[config.mk]
export PLATFORM = sky130hd
export DESIGN_NAME = tpbb_div
export DESIGN_NICKNAME = d
export VERILOG_FILES = /design/src/rtl/tpbb_div.sv
export SDC_FILE = /design/constraint.sdc
export NUM_CORES = 1
export LEC_CHECK = 0
export BUFFER_PORTS_ARGS = -buffer_cell sky130_fd_sc_hd__buf_2
export CAP_MARGIN = 0
export CORE_MARGIN = 3
export CORE_UTILIZATION = 25
export CTS_CLUSTER_SIZE = 20
export DETAILED_ROUTE_END_ITERATION = 10
export HOLD_SLACK_MARGIN = 0.05
export PLACE_DENSITY = 0.51
export SETUP_SLACK_MARGIN = 0.2
export SYNTH_ARGS = -nofsm -noshare
export SYNTH_HDL_FRONTEND = slang
export SYNTH_SLANG_ARGS = --single-unit
[constraint.sdc]
create_clock -name clk -period 3.6 [get_ports clk]
set_clock_uncertainty 0.2 [all_clocks]
set_input_delay 0.36 -clock clk [delete_from_list [all_inputs] [get_ports clk]]
set_output_delay 0.36 -clock clk [all_outputs]
set_load 0.1 [all_outputs]
[src/rtl/tpbb_div.sv]
// Sequential restoring divider for one channel sum by the box size.
`timescale 1ns / 1ps
module tpbb_div #(
  parameter int unsigned SumW = 17,
  parameter int unsigned DivW = 9
) (
  input  logic            clk,
  input  logic            rst_n,
  input  logic            start,
  input  logic [SumW-1:0] dividend,
  input  logic [DivW-1:0] divisor,
  output logic            done,
  output logic [7:0]      quotient
);
  localparam int unsigned CntW = $clog2(SumW + 1);
  logic [SumW-1:0] quo_r, quo_nxt;
  logic [SumW:0]   rem_r, rem_nxt;
  logic [CntW-1:0] cnt_r, cnt_nxt;
  logic            busy_r, busy_nxt, done_r, done_nxt;
  logic [SumW:0]   shifted;

  always_comb begin
    quo_nxt  = quo_r;
    rem_nxt  = rem_r;
    cnt_nxt  = cnt_r;
    busy_nxt = busy_r;
    done_nxt = 1'b0;
    shifted  = {rem_r[SumW-1:0], quo_r[SumW-1]};
    if (start) begin
      quo_nxt  = dividend;
      rem_nxt  = '0;
      cnt_nxt  = CntW'(SumW);
      busy_nxt = 1'b1;
    end else if (busy_r) begin
      quo_nxt = {quo_r[SumW-2:0], 1'b0};
      if (shifted >= (SumW+1)'(divisor)) begin
        rem_nxt    = shifted - (SumW+1)'(divisor);
        quo_nxt[0] = 1'b1;
      end else begin
        rem_nxt = shifted;
      end
      cnt_nxt = cnt_r - 1'b1;
      if (cnt_r == CntW'(1)) begin
        busy_nxt = 1'b0;
        done_nxt = 1'b1;
      end
    end
  end

  always_ff @(posedge clk) begin
    if (!rst_n) begin
      busy_r <= 1'b0;
      done_r <= 1'b0;
      cnt_r  <= '0;
    end else begin
      busy_r <= busy_nxt;
      done_r <= done_nxt;
      cnt_r  <= cnt_nxt;
    end
    quo_r <= quo_nxt;
    rem_r <= rem_nxt;
  end

  assign done     = done_r;
  assign quotient = quo_r[7:0];
endmodule

### Yosys cells after proc, flatten, opt, wreduce, memory -nomap -nowiden

Cells that the tools add are included.

| storage, ports and cells | value |
|---|---|
| register bits | 41 |
| input bits | 29 |
| output and inout bits | 9 |
| word-level logic and storage cells | 25 |

| operators by class | value |
|---|---|
| $add $sub $neg | 2 |
| magnitude comparators | 1 |
| equal/unequal tests | 1 |
| multiplexer cells | 10 |
| bitwise gates (word level) | 2 |
| reduce and logical (&&, ||, !) cells | 3 |

Operators with widths:

| kind | number |
|---|---|
| 17-bit 2-to-1 mux | 3 |
| 18-bit by 9-bit >= comparator with 1-bit output | 1 |
| 17-bit by 9-bit subtractor with 17-bit output | 1 |
| 5-bit 2-to-1 mux | 2 |
| 5-bit by 1-bit equality test with 1-bit output, second input constant | 1 |
| 1-bit 2-to-1 mux | 5 |
| 5-bit by 1-bit subtractor with 5-bit output, second input constant | 1 |
| 3-bit OR reduction | 1 |
| 1-bit NOT | 2 |
| 2-bit nonzero test | 1 |
| 2-bit OR reduction | 1 |

### Longest topological paths before layout

| logic depth | value |
|---|---|
| depth in word-level cells | 4 |
| gate-level depth with buffers | 11 |
| gate-level depth less buffers | 10 |

### Least setup slack after synthesis

No wires, ideal clock.

| timing | value |
|---|---|
| kind | reg-to-reg |
| from | register quo_r[16] |
| to | register rem_r[15] |
| data arrival time | 2472 ps |
| required time | 3273 ps |
| slack | 801 ps |
| cell stages (with the launch flop) | 11 |
| path buffers | 0 |
| cell sequence | edfxtp_1 -> inv_1 -> ha_1 -> inv_1 -> fa_1 -> a211oi_1 -> o31ai_1 -> a41o_1 -> o2111ai_2 -> nor4_1 -> or3_1 |

| on the way | value |
|---|---|
| cells in the longest elaborated chain, start to end | 2 |

RTL lines:

| element | line | text |
|---|---|---|
| start: declaration | 16 | `logic [SumW-1:0] quo_r, quo_nxt;` |
| start signal: assignment | 60 | `quo_r <= quo_nxt;` |
| 17-bit by 9-bit subtractor with 17-bit output or 18-bit by 9-bit >= comparator with 1-bit output (tied branches) | 37, 36 |  |
| 17-bit 2-to-1 mux * | 36 | `if (shifted >= (SumW+1)'(divisor)) begin` |
| end signal: assignment | 61 | `rem_r <= rem_nxt;` |
| end: declaration | 17 | `logic [SumW:0] rem_r, rem_nxt;` |

Mark *: on every way between the ends. The rest lies on a longest branch, timed or not.
A chain may end at the register's enable or synchronous reset.

### Worst setup path after layout

| timing | value |
|---|---|
| from | register quo_r[16] |
| to | register rem_r[9] |

Same word-level chain as after synthesis.

==> Flow_metrics.wiki <==
{| class="wikitable"
! Metric !! Value
|-
| Worst Hold End || cnt_r[4]
|-
| First-pass GRT wire length || 8.40 mm
|-
| Worst supply voltage drop on vdd || 0.217 mV
|-
| Placeable core region || 9280 sq um
|-
| Chip Width || 104 microns
|-
| Remaining routing DRC violations || 0
|-
| Layout overhead on the synthesized area || 16.8%
|-
| Max-cap check violation count || 0
|-
| Weighted congestion reported at the end of routability-driven placement || 0.766
|-
| Cell with the largest stage delay on the worst path || sky130_fd_sc_hd__o31ai_1
|-
| Remaining Overflow, GRT || 0
|-
| Setup WS post-layout || 461 ps
|-
| Reg-to-reg endpoint || rem_r[9]
|-
| Total number of clock tree sinks || 41
|-
| Simple logic cell fraction of the synthesized area || 15.1%
|-
| Shortest clock period the worst path allows after layout || 3140 ps
|-
| CTS Root Cell || sky130_fd_sc_hd__clkbuf_8
|-
| Final clock period utilization by the worst path || 87.2%
|-
| Max-slew violation count || 0
|-
| Adder and majority gate portion of the synthesized area || 6.58%
|-
| Data arrival time of the critical path || 3140 ps
|-
| Count of inserted antenna diode cells || 0
|-
| Total routing resource utilization after global routing || 9.43%
|-
| Mapped Nets || 281
|-
| Setup slack on the worst flop-to-flop path || 460 ps
|-
| Drt first pass iters || 4
|-
| Number of unique standard cell types used by synthesis || 43
|-
| Clock Path Buffers || 2
|-
| Proportion of synthesized chip area in sequential cells || 41.4%
|-
| Relative slew margins || 51.8%
|-
| Mux share of post-synthesis cell area || 10.9%
|-
| Die boundary height || 104 microns
|-
| RR Startpoint || quo_r[16]
|-
| Outcome || completed
|-
| Most used cell along the critical path || sky130_fd_sc_hd__inv_1
|-
| Non-filler instance count after layout || 399
|-
| Critical path class || flop to flop
|-
| Initial antenna violation count || 0
|-
| CTS tree || done
|-
| Synth Warn # || 0
|-
| Power density over the cells || 550 nW/um^2
|-
| Final-report hold violation count || 0
|-
| Total standard cell area after synthesis || 2390 sq um
|-
| Dpl hpwl || 3.74 mm
|-
| Slew of the pin with the lowest slew margin || 722 ps
|-
| Power Total || 0.00154 W
|-
| Critical Path, Cell by Cell || inv_1 -> ha_1 -> inv_1 -> fa_1 -> a211oi_1 -> o31ai_1 -> a41o_1 -> nor3_4 -> buf_4 -> or3_1 -> a311oi_1
|-
| Req. time, crit path || 3600 ps
|-
| Cell count after synthesis || 240
|-
| Xor and xnor fraction of the mapped netlist area || 4.75%
|-
| Proportion of layout cells with a drive suffix above 1 || 26.7%
|-
| Delay of the slowest critical-path stage || 540 ps
|-
| Worst-path clk slew || 90 ps
|-
| Top Family by Delay on Critical Path || compound AO/OA/AOI/OAI gates
|-
| Count of placed standard cells including taps || 390
|-
| DIE AREA || 10800 sq um
|-
| Clk Latency, worst-skew pair || 300 ps
|-
| Compound-Gate Fraction of Synth Area || 14.4%
|-
| Peak fanout along the critical path || 7
|-
| Buffers on Ports || 37
|-
| Vias per std cell || 4.55
|-
| Place WS || 374 ps
|-
| Logic depth of the worst register-to-register path || 11
|-
| RSZ-0062 raised after global routing || false
|-
| Post-detailed-route wirelength per cell || 12.8 microns
|-
| Crit path launch || quo_r[16]
|-
| Leading cell type in the layout, fill and taps excluded || sky130_fd_sc_hd__buf_2
|-
| Hold_sp || rst_n
|-
| Reported leakage power || 1.17 nW
|-
| Initial standard-cell utilization of the core || 25.8%
|-
| FF+latch count, synth || 41
|-
| Crit path capture type || flop
|-
| Final setup violation count || 0
|-
| Drt first-iter violations || 161
|-
| Mean post-synth cell area || 9.98 sq um
|-
| # IOs || 38
|-
| Final total negative setup slack || 0 ps
|-
| Combinational family with the most area after synthesis || simple AND/OR/NAND/NOR gates
|-
| Hold path cells || 2
|-
| Combined buffer and inverter count along the critical path || 3
|-
| Total Wirelength || 5.12 mm
|-
| Number of levels in the clock H-tree || 2
|-
| Clock buffer count from CTS || 5
|-
| FP Rows || 35
|-
| Vias in the first global route || 1771
|-
| Via count || 1816
|-
| Startpoint types || flop
|-
| Hold crit path type || primary input to flop
|-
| Total number of nets in the final design || 310
|-
| F_max || 0.319 GHz
|-
| Maximum number of pins on one net before global-route repair || 34
|-
| ANT nets after route || 0
|-
| Most frequent cells in the layout || sky130_fd_sc_hd__buf_2 (37), sky130_fd_sc_hd__dfxtp_1 (24), sky130_fd_sc_hd__nor2_1 (21)
|}
==> state kept, by name (all words and copies together) (netlist names) <==
name,cells
cnt_r,5
quo_r,17
done,1
busy_r,1
rem_r,17
==> worst register-to-register path, delay by kind of cell (launching register included) <==
kind | cells | cell delay, ps
adder cells (fa/ha/maj) | 2 | 370
buffers and inverters | 3 | 300
flip-flops | 1 | 350
AO/OA/AOI/OAI | 4 | 1390
AND/OR/NAND/NOR | 2 | 430
==> stage by stage <==
step                      hold WS [ps]  area (sq um)  utilization [%]
after floorplan                    251          2390                -
after global placement             271          2650             28.6
after detailed placement           281          2650             28.6
after CTS                         96.8          2790             30.0
after global routing               105          2800             30.1
final                              108          2800             30.1
==> layer usage <==
layer / GRT usage [%] / share of wire, %
met4: 3.80 / 1.7
met2: 15.6 / 48
met5: 0 / 0
met3: 1.74 / 3.4
met1: 12.1 / 47
==> where the power goes <==
group | leakage (nW) | internal, W | switching [W]
clock network | 0.0687 | 0.000279 | 0.000174
logic | 0.730 | 0.000201 | 0.000292
registers | 0.367 | 0.000544 | 0.0000463
==> cells by family after synthesis <==
family,Yosys count
flops,41
simple gates,69
mux,24
buf+inv,34
xor+xnor,13
fa+ha+maj,12
compound gates,47
==> cell type report <==
class | count | area, sq um
Clock inverter | 3 | 68.8
Clock buffer | 5 | 68.8
Fill cell | 982 | 6490
Tap cell | 129 | 161
Inverter | 16 | 60.1
Multi-Input combinational cell | 165 | 1240
Sequential cell | 41 | 991
Timing Repair Buffer | 40 | 208
==> worst max-delay path by stage <==
stage	end	slack [ps]	depth (start not counted)
after floorplan	rem_r[15]	800	10
after global placement	rem_r[5]	490	11
after detailed placement	rem_r[4]	370	11
after CTS	rem_r[4]	340	11
after global routing	rem_r[9]	300	11
final	rem_r[9]	460	11
==> cell usage after synthesis, drive strengths merged <==
cell type	instances	area share [%]
xor2	8	2.9
nand4	1	0.26
and3	3	0.78
nand2b	6	1.6
a311oi	4	1.5
inv	16	2.5
xnor2	5	1.8
dfxtp	24	20
or4	2	0.63
nand2	12	1.9
a211oi	7	2.2
o21bai	1	0.31
ha	11	5.7
nor2	21	3.3
o31ai	1	0.31
buf	11	3.3
nor2b	2	0.52
mux2i	8	3.3
or4b	1	0.42
nor3	4	1.3
fa	1	0.84
a22oi	1	0.31
o311ai	1	1.1
a32o	2	0.84
o21ai	10	2.1
or2	4	1.1
a21oi	9	1.9
nor4	6	1.6
clkbuf	7	1.1
edfxtp	17	21
a41o	1	0.42
o2111ai	1	0.63
o211ai	3	0.94
mux2	16	7.5
a21o	3	0.94
o2bb2ai	1	0.37
nand3	2	0.42
or3	5	1.3
o21a	2	0.63
==> repair_timing <==
action,4_1_cts,5_1_grt
buffers inserted,0,1
hold buffers,0,0
endpoints found under the setup margin,0,2
gates resized for setup,0,0
No activity file was read; power rests on OpenSTA's default activity.
